[config.mk]
export PLATFORM = sky130hd
export DESIGN_NAME = c_string_escape_decoder
export DESIGN_NICKNAME = d
export VERILOG_FILES = /design/src/rtl/csed_pkg.sv /design/src/rtl/csed_decode.sv /design/src/rtl/csed_out_queue.sv /design/src/rtl/c_string_escape_decoder.sv
export SDC_FILE = /design/constraint.sdc
export NUM_CORES = 1
export LEC_CHECK = 0
export BUFFER_PORTS_ARGS = -buffer_cell sky130_fd_sc_hd__buf_4
export CAP_MARGIN = 20
export CORE_MARGIN = 2
export CORE_UTILIZATION = 60
export DETAILED_ROUTE_END_ITERATION = 6
export GPL_TIMING_DRIVEN = 0
export PLACE_DENSITY_LB_ADDON = 0.15
export SETUP_SLACK_MARGIN = 0.5
export SKIP_CTS_REPAIR_TIMING = 1
export SYNTH_ARGS = -nofsm -noshare
export SYNTH_HDL_FRONTEND = slang
export SYNTH_HIERARCHICAL = 1
export SYNTH_SLANG_ARGS = --single-unit
[constraint.sdc]
create_clock -name clk -period 9.7 [get_ports clk]
set_input_delay 0.485 -clock clk [delete_from_list [all_inputs] [get_ports clk]]
set_output_delay 0.485 -clock clk [all_outputs]
set_load 0.1 [all_outputs]
[src/rtl/csed_pkg.sv]
// shared types, codes and character helpers of the c string escape decoder
// no dependencies; used by every rtl file of the block
`default_nettype none

package csed_pkg;

  // output queue depth, must be a power of two and at least 2
  localparam int QDEPTH = 4;
  localparam int QPTR_W = $clog2(QDEPTH);
  localparam int QCNT_W = $clog2(QDEPTH + 1);

  localparam int SIZE_W = 17;
  localparam int MAXB_W = 16;
  localparam logic [MAXB_W-1:0] MAX_BYTES_RESET = 16'd4093;

  localparam logic [7:0] CH_BACKSLASH = 8'h5C;
  localparam logic [7:0] CH_LOWER_X   = 8'h78;

  typedef enum logic [2:0] {
    MODE_NORMAL = 3'd0,
    MODE_ESC    = 3'd1,
    MODE_HEX1   = 3'd2,
    MODE_HEX2   = 3'd3,
    MODE_OCT    = 3'd4
  } mode_t;

  typedef enum logic [2:0] {
    ERR_NONE    = 3'd0,
    ERR_UNKNOWN = 3'd1,
    ERR_BAD_HEX = 3'd2,
    ERR_CUT     = 3'd3,
    ERR_LONG    = 3'd4
  } err_t;

  typedef struct packed {
    logic [7:0] char_code;
    logic       holds_char;
    logic       is_last;
  } in_item_t;

  typedef struct packed {
    logic [7:0]        byte_value;
    logic              byte_valid;
    logic              end_of_literal;
    logic [2:0]        error_code;
    logic [SIZE_W-1:0] literal_size;
  } out_item_t;

  // up to two results produced by one decode step
  typedef struct packed {
    logic [1:0] count;
    out_item_t  first;
    out_item_t  second;
  } dec_res_t;

  // {valid, value} of a hex digit of either case
  function automatic logic [4:0] hex_digit(input logic [7:0] c);
    logic [4:0] r;
    r = 5'd0;
    if (c >= 8'h30 && c <= 8'h39) begin
      r = {1'b1, 4'(c - 8'h30)};
    end else if (c >= 8'h61 && c <= 8'h66) begin
      r = {1'b1, 4'(c - 8'h57)};
    end else if (c >= 8'h41 && c <= 8'h46) begin
      r = {1'b1, 4'(c - 8'h37)};
    end
    return r;
  endfunction

  function automatic logic is_octal(input logic [7:0] c);
    return (c >= 8'h30) && (c <= 8'h37);
  endfunction

  // {valid, value} of a single-character named escape
  function automatic logic [8:0] named_escape(input logic [7:0] c);
    logic [8:0] r;
    case (c)
      8'h61:   r = {1'b1, 8'd7};    // a
      8'h62:   r = {1'b1, 8'd8};    // b
      8'h74:   r = {1'b1, 8'd9};    // t
      8'h6E:   r = {1'b1, 8'd10};   // n
      8'h76:   r = {1'b1, 8'd11};   // v
      8'h66:   r = {1'b1, 8'd12};   // f
      8'h72:   r = {1'b1, 8'd13};   // r
      8'h65:   r = {1'b1, 8'd27};   // e
      8'h22:   r = {1'b1, 8'd34};   // double quote
      8'h27:   r = {1'b1, 8'd39};   // apostrophe
      8'h5C:   r = {1'b1, 8'd92};   // backslash
      8'h3F:   r = {1'b1, 8'd63};   // question mark
      default: r = 9'd0;
    endcase
    return r;
  endfunction

  function automatic out_item_t byte_item(input logic [7:0] b);
    out_item_t r;
    r = '0;
    r.byte_value = b;
    r.byte_valid = 1'b1;
    return r;
  endfunction

endpackage

`default_nettype wire

[src/rtl/csed_decode.sv]
// escape decode step: literal state registers and the per-item decode logic
// depends on csed_pkg
`default_nettype none

module csed_decode (
  input  wire logic                          clk,
  input  wire logic                          rst_n,
  input  wire logic                          fire,
  input  wire csed_pkg::in_item_t            item,
  input  wire logic [csed_pkg::MAXB_W-1:0]   max_bytes,
  output csed_pkg::dec_res_t                 res
);

  csed_pkg::mode_t                   mode_r, mode_nxt;
  csed_pkg::err_t                    err_r, err_nxt;
  logic [8:0]                        acc_r, acc_nxt;
  logic [1:0]                        dcnt_r, dcnt_nxt;
  logic [csed_pkg::SIZE_W-1:0]       bcnt_r, bcnt_nxt;

  logic [7:0]                        c;
  logic [4:0]                        hx;
  logic [8:0]                        ne;
  logic [8:0]                        acc_sh;
  logic                              r0v, r1v, g0, g1;
  logic [7:0]                        r0b, r1b;
  csed_pkg::mode_t                   mode_t1;
  csed_pkg::err_t                    err_t1;
  logic [csed_pkg::SIZE_W-1:0]       cnt1, cnt2, max_ext;
  csed_pkg::dec_res_t                res_c;

  assign c      = item.char_code;
  assign hx     = csed_pkg::hex_digit(c);
  assign ne     = csed_pkg::named_escape(c);
  assign acc_sh = {acc_r[5:0], c[2:0]};
  assign max_ext = {1'b0, max_bytes};

  always_comb begin
    // character step
    mode_t1  = mode_r;
    err_t1   = err_r;
    acc_nxt  = acc_r;
    dcnt_nxt = dcnt_r;
    r0v = 1'b0;
    r0b = 8'd0;
    r1v = 1'b0;
    r1b = 8'd0;
    if (item.holds_char && err_r == csed_pkg::ERR_NONE) begin
      case (mode_r)
        csed_pkg::MODE_ESC: begin
          if (ne[8]) begin
            r0v = 1'b1;
            r0b = ne[7:0];
            mode_t1 = csed_pkg::MODE_NORMAL;
          end else if (c == csed_pkg::CH_LOWER_X) begin
            mode_t1 = csed_pkg::MODE_HEX1;
          end else if (csed_pkg::is_octal(c)) begin
            acc_nxt  = {6'd0, c[2:0]};
            dcnt_nxt = 2'd1;
            mode_t1  = csed_pkg::MODE_OCT;
          end else begin
            err_t1  = csed_pkg::ERR_UNKNOWN;
            mode_t1 = csed_pkg::MODE_NORMAL;
          end
        end
        csed_pkg::MODE_HEX1: begin
          if (hx[4]) begin
            acc_nxt = {5'd0, hx[3:0]};
            mode_t1 = csed_pkg::MODE_HEX2;
          end else begin
            err_t1  = csed_pkg::ERR_BAD_HEX;
            mode_t1 = csed_pkg::MODE_NORMAL;
          end
        end
        csed_pkg::MODE_HEX2: begin
          mode_t1 = csed_pkg::MODE_NORMAL;
          acc_nxt = 9'd0;
          if (hx[4]) begin
            r0v = 1'b1;
            r0b = {acc_r[3:0], hx[3:0]};
          end else begin
            err_t1 = csed_pkg::ERR_BAD_HEX;
          end
        end
        csed_pkg::MODE_OCT: begin
          if (csed_pkg::is_octal(c)) begin
            if (dcnt_r == 2'd2) begin
              r0v = 1'b1;
              r0b = acc_sh[7:0];
              mode_t1  = csed_pkg::MODE_NORMAL;
              acc_nxt  = 9'd0;
              dcnt_nxt = 2'd0;
            end else begin
              acc_nxt  = acc_sh;
              dcnt_nxt = dcnt_r + 2'd1;
            end
          end else begin
            // flush the run, then the ending character in normal mode
            r0v = 1'b1;
            r0b = acc_r[7:0];
            mode_t1  = csed_pkg::MODE_NORMAL;
            acc_nxt  = 9'd0;
            dcnt_nxt = 2'd0;
            if (c == csed_pkg::CH_BACKSLASH) begin
              mode_t1 = csed_pkg::MODE_ESC;
            end else begin
              r1v = 1'b1;
              r1b = c;
            end
          end
        end
        default: begin
          mode_t1 = csed_pkg::MODE_NORMAL;
          if (c == csed_pkg::CH_BACKSLASH) begin
            mode_t1 = csed_pkg::MODE_ESC;
          end else begin
            r0v = 1'b1;
            r0b = c;
          end
        end
      endcase
    end

    // octal run still open at the end is flushed
    if (item.is_last && err_t1 == csed_pkg::ERR_NONE && mode_t1 == csed_pkg::MODE_OCT) begin
      r0v = 1'b1;
      r0b = acc_nxt[7:0];
    end

    // length limit on each byte in order
    err_nxt = err_t1;
    g0 = 1'b0;
    g1 = 1'b0;
    if (r0v && err_nxt == csed_pkg::ERR_NONE) begin
      if (bcnt_r < max_ext) begin
        g0 = 1'b1;
      end else begin
        err_nxt = csed_pkg::ERR_LONG;
      end
    end
    cnt1 = bcnt_r + csed_pkg::SIZE_W'(g0);
    if (r1v && err_nxt == csed_pkg::ERR_NONE) begin
      if (cnt1 < max_ext) begin
        g1 = 1'b1;
      end else begin
        err_nxt = csed_pkg::ERR_LONG;
      end
    end
    cnt2 = cnt1 + csed_pkg::SIZE_W'(g1);

    if (item.is_last && err_nxt == csed_pkg::ERR_NONE &&
        mode_t1 != csed_pkg::MODE_NORMAL && mode_t1 != csed_pkg::MODE_OCT) begin
      err_nxt = csed_pkg::ERR_CUT;
    end

    // result slots
    res_c = '0;
    res_c.count  = {1'b0, g0} + {1'b0, g1};
    res_c.first  = g0 ? csed_pkg::byte_item(r0b) : csed_pkg::byte_item(r1b);
    res_c.second = csed_pkg::byte_item(r1b);
    if (item.is_last) begin
      if (res_c.count == 2'd0) begin
        res_c.count = 2'd1;
        res_c.first = '0;
      end
      if (res_c.count == 2'd2) begin
        res_c.second.end_of_literal = 1'b1;
        res_c.second.error_code     = 3'(err_nxt);
        res_c.second.literal_size   = cnt2 + csed_pkg::SIZE_W'(1);
      end else begin
        res_c.first.end_of_literal = 1'b1;
        res_c.first.error_code     = 3'(err_nxt);
        res_c.first.literal_size   = cnt2 + csed_pkg::SIZE_W'(1);
      end
    end

    mode_nxt = mode_t1;
    bcnt_nxt = cnt2;
    if (item.is_last) begin
      mode_nxt = csed_pkg::MODE_NORMAL;
      err_nxt  = csed_pkg::ERR_NONE;
      acc_nxt  = 9'd0;
      dcnt_nxt = 2'd0;
      bcnt_nxt = '0;
    end

    res = res_c;
    if (!fire) begin
      res.count = 2'd0;
    end
  end

  always_ff @(posedge clk) begin
    if (!rst_n) begin
      mode_r <= csed_pkg::MODE_NORMAL;
      err_r  <= csed_pkg::ERR_NONE;
      acc_r  <= 9'd0;
      dcnt_r <= 2'd0;
      bcnt_r <= '0;
    end else if (fire) begin
      mode_r <= mode_nxt;
      err_r  <= err_nxt;
      acc_r  <= acc_nxt;
      dcnt_r <= dcnt_nxt;
      bcnt_r <= bcnt_nxt;
    end
  end

endmodule

`default_nettype wire

[src/rtl/csed_out_queue.sv]
// small result queue: takes up to two items per cycle, gives one per cycle while out_stall is low
// depends on csed_pkg
`default_nettype none

module csed_out_queue (
  input  wire logic                 clk,
  input  wire logic                 rst_n,
  input  wire csed_pkg::dec_res_t   push,
  output logic                      room,
  output logic                      out_valid,
  input  wire logic                 out_stall,
  output csed_pkg::out_item_t       out_data
);

  csed_pkg::out_item_t               q_r [csed_pkg::QDEPTH];
  logic [csed_pkg::QPTR_W-1:0]       wr_ptr_r, wr_ptr_nxt;
  logic [csed_pkg::QPTR_W-1:0]       rd_ptr_r, rd_ptr_nxt;
  logic [csed_pkg::QCNT_W-1:0]       cnt_r, cnt_nxt;
  logic                              pop;

  assign out_valid = (cnt_r != '0);
  assign out_data  = q_r[rd_ptr_r];
  assign pop       = out_valid && !out_stall;
  // room for the two results one step may produce
  assign room      = (cnt_r <= csed_pkg::QCNT_W'(csed_pkg::QDEPTH - 2));

  assign wr_ptr_nxt = wr_ptr_r + csed_pkg::QPTR_W'(push.count);
  assign rd_ptr_nxt = rd_ptr_r + csed_pkg::QPTR_W'(pop);
  assign cnt_nxt    = cnt_r + csed_pkg::QCNT_W'(push.count) - csed_pkg::QCNT_W'(pop);

  always_ff @(posedge clk) begin
    if (push.count != 2'd0) begin
      q_r[wr_ptr_r] <= push.first;
    end
    if (push.count == 2'd2) begin
      q_r[wr_ptr_r + csed_pkg::QPTR_W'(1)] <= push.second;
    end
  end

  always_ff @(posedge clk) begin
    if (!rst_n) begin
      wr_ptr_r <= '0;
      rd_ptr_r <= '0;
      cnt_r    <= '0;
    end else begin
      wr_ptr_r <= wr_ptr_nxt;
      rd_ptr_r <= rd_ptr_nxt;
      cnt_r    <= cnt_nxt;
    end
  end

endmodule

`default_nettype wire

[src/rtl/c_string_escape_decoder.sv]
// c string literal escape decoder, one body character per item
// an item waits in the hold register until the queue has room, then decodes into the queue
// throughput: one item per cycle while the queue has room; two bytes of an item go out in turn
// reset (synchronous, rst_n low): literal state cleared, queue empty, max_bytes 4093
// depends on csed_pkg, csed_decode, csed_out_queue
`default_nettype none

module c_string_escape_decoder (
  input  wire logic                   clk,
  input  wire logic                   rst_n,
  // item input channel
  input  wire logic                   in_valid,
  output logic                        in_stall,
  input  wire csed_pkg::in_item_t     in_data,
  // result channel
  output logic                        out_valid,
  input  wire logic                   out_stall,
  output csed_pkg::out_item_t         out_data,
  // configuration port
  input  wire logic                   psel,
  input  wire logic                   penable,
  input  wire logic                   pwrite,
  input  wire logic [2:0]             paddr,
  input  wire logic [31:0]            pwdata,
  output logic [31:0]                 prdata,
  output logic                        pready
);

  // input register: one item waiting for the decode step
  logic                               hold_v_r, hold_v_nxt;
  csed_pkg::in_item_t                 hold_r;
  logic [csed_pkg::MAXB_W-1:0]        max_bytes_r;

  logic                               room;
  logic                               fire;
  logic                               in_take;
  logic                               cfg_wr;
  csed_pkg::dec_res_t                 dec_res;

  // decode fires when the queue can take two more results
  assign fire     = hold_v_r && room;
  // hold register frees up in the same cycle it fires
  assign in_stall = hold_v_r && !room;
  assign in_take  = in_valid && !in_stall;
  assign hold_v_nxt = in_take || (hold_v_r && !fire);

  always_ff @(posedge clk) begin
    if (!rst_n) begin
      hold_v_r <= 1'b0;
    end else begin
      hold_v_r <= hold_v_nxt;
    end
  end

  // payload, no reset needed
  always_ff @(posedge clk) begin
    if (in_take) begin
      hold_r <= in_data;
    end
  end

  // register 0 at byte address 0, anything at address 4 and up is ignored
  assign pready = 1'b1;
  assign cfg_wr = psel && penable && pwrite && pready && !paddr[2];
  assign prdata = paddr[2] ? 32'd0 : {16'd0, max_bytes_r};

  always_ff @(posedge clk) begin
    if (!rst_n) begin
      max_bytes_r <= csed_pkg::MAX_BYTES_RESET;
    end else if (cfg_wr) begin
      max_bytes_r <= pwdata[csed_pkg::MAXB_W-1:0];
    end
  end

  // escape decoding and per-literal state
  csed_decode u_decode (
    .clk       (clk),
    .rst_n     (rst_n),
    .fire      (fire),
    .item      (hold_r),
    .max_bytes (max_bytes_r),
    .res       (dec_res)
  );

  // results wait here so the input side keeps moving under output stall
  csed_out_queue u_queue (
    .clk       (clk),
    .rst_n     (rst_n),
    .push      (dec_res),
    .room      (room),
    .out_valid (out_valid),
    .out_stall (out_stall),
    .out_data  (out_data)
  );

endmodule

`default_nettype wire
==> After elaboration in Yosys (flattened, before gate mapping) <==
Memory sizes are Yosys's and may differ from the RTL's. A register that Yosys moved wholly into a read port is not among the register bits.
Cells that the tools add are included.
{ "classes": {"n_lt_le_gt_ge": 10, "n_reduce_logical": 38, "addsub": 13, "eq_ne": 25, "n_mux": 84} }
{ "ops": {"columns": ["cell", "count"], "rows": [
  ["$mux W8", 18],
  ["$pmux W9 S12", 1],
  ["$mux W32", 3],
  ["$eq A8 B7 Y1 const B", 10],
  ["$pmux W8 S4", 2],
  ["$mux W21", 3],
  ["$mux W3", 18],
  ["$add A17 B1 Y17", 2],
  ["$lt A17 B16 Y1", 2],
  ["$mux W30", 1],
  ["$eq A8 B6 Y1 const B", 3],
  ["$logic_and A1 B1 Y1", 20],
  ["$mux W2", 10],
  ["$mux W1", 19],
  ["$add A17 B1 Y17 const B", 1],
  ["$mux W17", 1],
  ["$ge A8 B7 Y1 const B", 2],
  ["$le A8 B6 Y1 const B", 2],
  ["$le A8 B7 Y1 const B", 2],
  ["$mux W16", 1],
  ["$mux W5", 3],
  ["$logic_not A3 Y1", 4],
  ["$pmux W3 S4", 1],
  ["$ne A3 B3 Y1 const B", 3],
  ["25 further kinds", 38]
]} }
{ "word_totals": {"ff_bits": 67, "out_inout_bits": 65, "mem_bits_rw": 120, "input_bits": 52, "memories": 1} }
{ "mem_list": {"columns": ["memory", "depth", "word_bits", "read_ports", "rd_ports_with_merged_regs", "wr", "line_no", "rtl"], "rows": [
  ["u_queue.q_r", 4, 30, 1, 1, 2, "csed_out_queue.sv:15", "csed_pkg::out_item_t q_r [csed_pkg::QDEPTH];"]
]} }

==> Depth between registers and ports, before layout <==
Gate-level depths: netlist (run 1).
{ "logic_depth": {"word_depth": 29, "mapped_depth": 31, "mapped_depth_nobuf": 31} }

==> Cells and area by module <==
Netlist (run 1), hierarchy kept.
{ "modules_own_cells": {"columns": ["module", "cells_per_inst", "seq_area_each_um2", "area_each_um2", "n_inst"], "rows": [
  ["csed_out_queue", 338, 3743.6, 6192.2, 1],
  ["csed_decode", 720, 660.6, 5068.6, 1],
  ["c_string_escape_decoder", 121, 640.6, 1308.8, 1]
]} }

==> Worst setup path after synthesis (run 1) <==
Ideal clock, no wire load.
{ "synth_path": {"kind": "register to register", "startpoint": "reg hold_r[2] (netlist name)", "endpoint": "mem u_queue/q_r[0][0] (netlist name), enable pin", "setup_ns": 0.463, "setup_slack_ns": 1.294, "path_stages_with_launch": 27, "synth_period_minus_slack_ns": 8.406, "t_arrival_ns": 7.943, "cell_sequence": "edfxtp_1 > inv_1 > ha_1 > nand2b_1 > a311oi_1 > a21oi_1 > a311oi_2 > nand3b_1 > a21boi_2 > ha_1 > ha_1 > nand2_1 > nor3_1 > xnor2_1 > inv_1 > ha_1 > a21o_1 > a21oi_1 > o21ai_0 > a31oi_1 > nand3_1 > nor3b_1 > ha_1 > nand2b_1 > a21boi_0 > nor2_1 > o31ai_1"} }
{ "synth_lines": {"columns": ["element", "line_no", "rtl"], "rows": [
  ["from (decl)", "c_string_escape_decoder.sv:31", "csed_pkg::in_item_t hold_r;"],
  ["from (signal assigned)", "c_string_escape_decoder.sv:58", "hold_r <= in_data;"],
  ["to (decl)", "csed_out_queue.sv:15", null]
]} }

==> flow_metrics.env, run 1 <==
export IMPL_num_vias=9752
export IMPL_wl_per_cell_um=19.96
export IMPL_fmax_mhz=115.1
export IMPL_drive_gt1_share_pct=25.53
export IMPL_hold_class="in2reg"
export IMPL_wl_mm=31.58
export IMPL_topRoutingLayerUsed="met4"
export IMPL_cts_tree="yes"
export IMPL_core_um2=20430
export IMPL_htreeDepth=4
export IMPL_netlist_cell_type_count=95
export IMPL_ys_ff_latch=187
export IMPL_final_common_cell="edfxtp_1"
export IMPL_worst_pin_slew_ns=0.9746
export IMPL_cts_buffers=17
export IMPL_synth_edf_count=130
export IMPL_antenna_found_initial=0
export IMPL_syn_to_final_growth_pct=14.53
export IMPL_slew_violations=0
export IMPL_critical_path_max_stage_delay_ns=0.55
export IMPL_synthCells=1179
export IMPL_die_area_um2=22120
export IMPL_via_per_inst=6.164
export IMPL_grt_pass1_vias=9298
export IMPL_clock_path_buffers=2
export IMPL_critPathRequiredTime_ns=10.02
export IMPL_rsz0062_at_grt="false"
export IMPL_dr_wl_met3_mm=2.158
export IMPL_start_util_pct=61.53
export IMPL_synth_sequential_area_ratio_pct=40.14
export IMPL_dp_cells=1549
export IMPL_yosys_area_top_type_share_pct=31.06
export IMPL_port_buffers=81
export IMPL_cp_common_cell="ha_1"
export IMPL_max_slew_margin_pct=35.03
export IMPL_final_period_utilization_pct=89.54
export IMPL_ir_drop_mv=0.1605
export IMPL_syn_area_per_cell_um2=10.66
export IMPL_final_area_um2=14400
export IMPL_yosys_top_cells_area="edfxtp_1 31%, dfxtp_1 9.1%, mux2_2 8.1%, mux4_2 5.4%, ha_1 4.7%"
export IMPL_design_power_total_w=0.002395
export IMPL_final_cells=1582
export IMPL_wl_met2_mm=15.20
export IMPL_post_dp_cell_area_um2=13700
export IMPL_routedLengthMet1_mm=13.67
export IMPL_synth_largest_area_cell="edfxtp_1"
export IMPL_grt_max_degree=22
export IMPL_synth_main_ff_cell="edfxtp_1"
export IMPL_path_max_fanout=10
export IMPL_ant_nets=0
export IMPL_cp_start_kind="flop"
export IMPL_diodes=0
export IMPL_cts_sinks=187
export IMPL_die_w_um=148.7
export IMPL_tns_ns=0
export IMPL_end_kind="flop"
export IMPL_firstDrtPassIters=5
export IMPL_rows=52
export IMPL_post_route_min_period_ns=8.686
export IMPL_fin_skew_ns=0.01341
export IMPL_arrival_ns=9.00
export IMPL_route_detailed_drc=0
export IMPL_root_buffer="clkbuf_16"
export IMPL_grt_ovfl_total=0
export IMPL_status="finished, final reports clean"
export IMPL_setup_viol=0
export IMPL_grt_pass1_wl_mm=50.45
export IMPL_place_hpwl_mm=22.79
export IMPL_yosys_warnings=6
export IMPL_slowest_stage="or4_1"
export IMPL_maxCapViolations=0
export IMPL_fin_nets=1399
export IMPL_final_cell_mix="130 x edfxtp_1, 106 x buf_4, 90 x mux2_2"
export IMPL_p_leak_nw=5.651
export IMPL_ys_async_sr_fraction_pct=0
export IMPL_track_usage_pct=29.23
export IMPL_drtIter0Drc=978
export IMPL_critPathKind="reg2reg"
export IMPL_cts_clk_slew_worst_paths_ns=0.08
export IMPL_p_per_area_nw_per_um2=166.3
export IMPL_gp_congestion=0.9426
export IMPL_clock_latency_ns=0.45
export IMPL_syn_cell_area_um2=12570
export IMPL_hold_violations=0
export IMPL_die_y_um=148.7
export IMPL_ios=117
## where the power goes
group	internal (W)	switching, W
logic	0.000221	0.000552
registers	0.000887	0.0000179
clock network	0.000353	0.000364
## path summary, 6_finish.rpt
kind	from	cells past startpoint	end	slack, ns
min reg2reg	max_bytes_r[12]$_SDFFE_PN0P_	2	max_bytes_r[12]$_SDFFE_PN0P_	0.47
max	hold_r[7]$_DFFE_PP_	30	u_queue/q_r[3][15]$_DFFE_PP_	1.01
min	in_data[0]	1	hold_r[0]$_DFFE_PP_	0.21
max reg2reg	hold_r[7]$_DFFE_PP_	30	u_queue/q_r[3][15]$_DFFE_PP_	1.01
## cells in the mapped netlist (6+ instances only)
| master | count |
|---|---|
| a211oi_1 | 9 |
| a21boi_0 | 9 |
| a21o_1 | 15 |
| a21oi_1 | 52 |
| a221o_1 | 6 |
| a22oi_1 | 6 |
| and2_1 | 34 |
| and2b_2 | 6 |
| and3_1 | 11 |
| buf_2 | 15 |
| buf_4 | 24 |
| clkbuf_1 | 30 |
| dfxtp_1 | 57 |
| edfxtp_1 | 130 |
| ha_1 | 47 |
| inv_1 | 51 |
| mux2_1 | 31 |
| mux2_2 | 90 |
| mux2i_1 | 22 |
| mux4_2 | 30 |
| nand2_1 | 63 |
| nand2b_1 | 19 |
| nand3_1 | 26 |
| nand4_1 | 17 |
| nor2_1 | 74 |
| nor2b_1 | 63 |
| nor3_1 | 21 |
| nor4_1 | 7 |
| o21a_1 | 8 |
| o21ai_0 | 23 |
| o221ai_1 | 6 |
| o22ai_1 | 18 |
| or2_2 | 7 |
| xnor2_1 | 28 |
| xor2_1 | 16 |
## routing by layer
layer,up-vias,track usage (%)
li1,4595,-
met2,422,48.52
met4,0,8.238
met3,45,3.914
met5,-,0
met1,4690,40.57
## cell type report
class	instances	area (µm²)
Buffer	79	459.2
Timing Repair Buffer	86	705.7
Fill cell	1573	6033
Clock inverter	15	195.2
Multi-Input combinational cell	876	7033
Inverter	52	195.2
Sequential cell	187	5045
Tap cell	270	337.8
Clock buffer	17	425.4
## critical path: cells and delay by family (launching register included)
family                   cells  cell delay [ns]
buffers and inverters        3             0.70
AND/OR/NAND/NOR              9             2.71
AO/OA/AOI/OAI               10             2.31
flip-flops                   1             0.32
adder cells (fa/ha/maj)      5             1.50
multiplexers                 1             0.22
XOR/XNOR                     2             0.78
## stage by stage
| step | util, % | setup slack, ns | hold WS, ns |
|---|---|---|---|
| after floorplan | - | 1.294 | 0.4432 |
| after global placement | 66.43 | -2.037 | 0.4558 |
| after CTS | 70.11 | 0.01033 | 0.1986 |
| final | 70.47 | 1.014 | 0.2110 |
| after global routing | 70.47 | 0.5338 | 0.1960 |
| after detailed placement | 67.07 | 0.05256 | 0.4667 |
## kinds of logic (layout without fill, tap and decap cells)
group / Yosys count / in the layout / share of synthesized area, %
AO/OA/AOI/OAI: 203 / 203 / 11.13
AND/OR/NAND/NOR: 390 / 390 / 17.57
multiplexers: 173 / 173 / 17.97
XOR/XNOR: 44 / 44 / 3.066
adder cells (fa/ha/maj): 48 / 48 / 4.838
buffers and inverters: 131 / 249 / 5.206
flip-flops: 187 / 187 / 40.14
other: 3 / 18 / 0.08958
## flip-flops by register name, summed over array words and instances (netlist names)
| name | flops |
|---|---|
| hold_r | 10 |
| hold_v_r | 1 |
| max_bytes_r | 16 |
| u_decode/acc_r | 8 |
| u_decode/bcnt_r | 17 |
| u_decode/dcnt_r | 2 |
| u_decode/err_r | 3 |
| u_decode/mode_r | 3 |
| u_queue/cnt_r | 3 |
| u_queue/q_r | 120 |
| u_queue/rd_ptr_r | 2 |
| u_queue/wr_ptr_r | 2 |
Note: power is estimated with default switching activity, not from simulation.
==> run 2: changes to the inputs <==
--- a/config.mk
+++ b/config.mk
@@ -7,8 +7,10 @@
 export LEC_CHECK = 0
 export BUFFER_PORTS_ARGS = -buffer_cell sky130_fd_sc_hd__buf_4
 export CAP_MARGIN = 20
+export CELL_PAD_IN_SITES_DETAIL_PLACEMENT = 1
+export CELL_PAD_IN_SITES_GLOBAL_PLACEMENT = 1
 export CORE_MARGIN = 2
-export CORE_UTILIZATION = 60
+export CORE_UTILIZATION = 48
 export DETAILED_ROUTE_END_ITERATION = 6
 export GPL_TIMING_DRIVEN = 0
 export PLACE_DENSITY_LB_ADDON = 0.15
==> run 2 against run 1 <==
Setup slack got worse by 0.069 ns; via count grew 0.18%; sequential power about the same; cell count increased by 4.4%; utilization decreased by 14 points; global-route usage fell by 3.6 points; largest power group unchanged; wire length is 13% higher; critical path depth unchanged; sequential share of layout area decreased by 0.31 points; highest routed layer unchanged; clock power is 1% lower.
==> flow_metrics.env, run 2 (synthesis gave the netlist of run 1 again) <==
export IMPL_grt_pass1_wl_mm=56.43
export IMPL_track_usage_pct=25.64
export IMPL_drive_gt1_share_pct=26.20
export IMPL_root_buffer="clkbuf_16"
export IMPL_die_y_um=165.8
export IMPL_holdPathEnd="hold_r[4]$_DFFE_PP_"
export IMPL_holdPathStages=1
export IMPL_grt_ovfl_total=0
export IMPL_ant_nets=0
export IMPL_final_cell_mix="130 x edfxtp_1, 110 x buf_4, 90 x mux2_2"
export IMPL_grt_pass1_vias=10040
export IMPL_slowest_stage="edfxtp_1"
export IMPL_r2r_end="u_queue/q_r[3][15]$_DFFE_PP_"
export IMPL_tns_ns=0
export IMPL_largestRegisters="u_queue/q_r (120), u_decode/bcnt_r (17), max_bytes_r (16)"
export IMPL_max_flop_register="u_queue/q_r"
export IMPL_rsz0062_at_grt="false"
export IMPL_diodes=0
export IMPL_rows=59
export IMPL_end_kind="flop"
export IMPL_arrival_ns=9.06
export IMPL_critPathRequiredTime_ns=10.01
export IMPL_ff_latch_area_um2=5045
export IMPL_start_util_pct=48.51
export IMPL_grt_max_degree=27
export IMPL_cts_sinks=187
export IMPL_reg2reg_depth=30
export IMPL_drtIter0Drc=590
export IMPL_worstReg2RegStart="hold_r[2]$_DFFE_PP_"
export IMPL_multi_input_area_um2=7053
export IMPL_hold_class="in2reg"
export IMPL_clock_path_buffers=2
export IMPL_dr_wl_met3_mm=1.410
export IMPL_wl_met2_mm=17.47
export IMPL_setup_viol=0
export IMPL_topRoutingLayerUsed="met4"
export IMPL_ir_drop_mv=0.1393
export IMPL_p_leak_nw=5.671
export IMPL_post_route_min_period_ns=8.755
export IMPL_wl_mm=35.68
export IMPL_status="finished, final reports clean"
export IMPL_cp_start_kind="flop"
export IMPL_antenna_found_initial=0
export IMPL_syn_to_final_growth_pct=15.55
export IMPL_wl_per_cell_um=21.60
export IMPL_htreeDepth=4
export IMPL_critPathBufInv=2
export IMPL_num_vias=9770
export IMPL_maxCapViolations=0
export IMPL_worstHoldStart="in_data[4]"
export IMPL_critPathKind="reg2reg"
export IMPL_cp_common_cell="ha_1"
export IMPL_die_area_um2=27500
export IMPL_cts_clk_slew_worst_paths_ns=0.08
export IMPL_hold_violations=0
export IMPL_path_delay_family="simple AND/OR/NAND/NOR gates"
export IMPL_cts_buffers=17
export IMPL_fin_skew_ns=0.01413
export IMPL_r2r_setup_slack_ns=0.95
export IMPL_route_detailed_drc=0
export IMPL_final_common_cell="edfxtp_1"
export IMPL_path_max_fanout=9
export IMPL_cts_tree="yes"
export IMPL_slew_violations=0
export IMPL_max_slew_margin_pct=31.81
export IMPL_p_per_area_nw_per_um2=165.5
export IMPL_firstDrtPassIters=5
export IMPL_final_period_utilization_pct=90.25
export IMPL_critical_path_max_stage_delay_ns=0.54
export IMPL_largest_reg_flops=120
export IMPL_nFillCells=2820
export IMPL_die_w_um=165.8
export IMPL_hold_ws_ns=0.2209
export IMPL_port_buffers=81
export IMPL_clock_latency_ns=0.44
export IMPL_via_per_inst=5.914
export IMPL_place_hpwl_mm=26.64
export IMPL_ios=117
export IMPL_gp_congestion=0.9353
export IMPL_worst_pin_slew_ns=1.013
export IMPL_core_um2=25910
export IMPL_routedLengthMet1_mm=16.44
export IMPL_fin_nets=1404
export IMPL_fmax_mhz=114.2
==> run 2: cell types whose count changed in the layout (fill, tap and decap cells not counted), sizes merged <==
cell | previous run | this run
buf | 135 | 140
clkbuf | 47 | 48
clkinv | 7 | 6
clkinvlp | 1 | 0
inv | 59 | 60
==> run 2: how the worst max path moves through the flow <==
| stage | start | to | slack, ns | cells after the start |
|---|---|---|---|---|
| 6_report | hold_r[2]$_DFFE_PP_ | u_queue/q_r[3][15]$_DFFE_PP_ | 0.95 | 30 |
| 5_1_grt | hold_r[2]$_DFFE_PP_ | u_queue/q_r[3][15]$_DFFE_PP_ | 0.50 | 30 |
| 4_1_cts | hold_r[2]$_DFFE_PP_ | u_queue/q_r[0][11]$_DFFE_PP_ | -0.36 | 30 |
| 3_5_place_dp | hold_r[2]$_DFFE_PP_ | u_queue/q_r[0][9]$_DFFE_PP_ | -0.27 | 30 |
| 3_3_place_gp | hold_r[2]$_DFFE_PP_ | u_queue/q_r[0][13]$_DFFE_PP_ | -2.32 | 26 |
| 2_1_floorplan | hold_r[2]$_DFFE_PP_ | u_queue/q_r[0][0]$_DFFE_PP_ | 1.29 | 26 |
==> run 2: metrics by stage <==
stage	setup slack, ns	total power, W	utilization [%]	instances	instance area, µm²
final	0.9454	0.002403	56.05	1652	14520
after CTS	-0.3558	0.002414	55.57	1647	14400
after floorplan	1.294	0.001530	-	1194	12630
after detailed placement	-0.2747	0.001709	53.27	1615	13800
after global placement	-2.323	0.001688	52.69	1610	13650
after global routing	0.5008	0.002481	56.05	1652	14520
==> run 2: area by class of cell <==
| class | instances | area share, % |
|---|---|---|
| buffer | 79 | 3.179 |
| clock buffer | 18 | 2.955 |
| clock inverter | 14 | 1.137 |
| inverter | 52 | 1.344 |
| multi-input combinational | 876 | 48.56 |
| sequential | 187 | 34.73 |
| tap | 335 | 2.886 |
| timing repair buffer | 91 | 5.203 |
==> run 2: power by group <==
group	leakage, nW	total (W)	switching [W]	internal (W)
Combinational	3.70	0.000787	0.000563	0.000224
Sequential	1.68	0.000907	0.0000194	0.000887
Clock	0.290	0.000710	0.000360	0.000350
==> run 2: worst reg2reg max path: cells and delay by family, from the launching register on <==
family                   cells  cell delay (ns)
AO/OA/AOI/OAI               10             2.46
adder cells (fa/ha/maj)      5             1.77
flip-flops                   1             0.54
AND/OR/NAND/NOR             10             2.68
XOR/XNOR                     2             0.66
buffers and inverters        2             0.31
multiplexers                 1             0.21
==> run 2: metal layers <==
layer	track usage, %	vias to the layer above
met5	0	-
met4	4.915	0
li1	-	4597
met1	35.48	4860
met2	44.40	279
met3	2.216	34
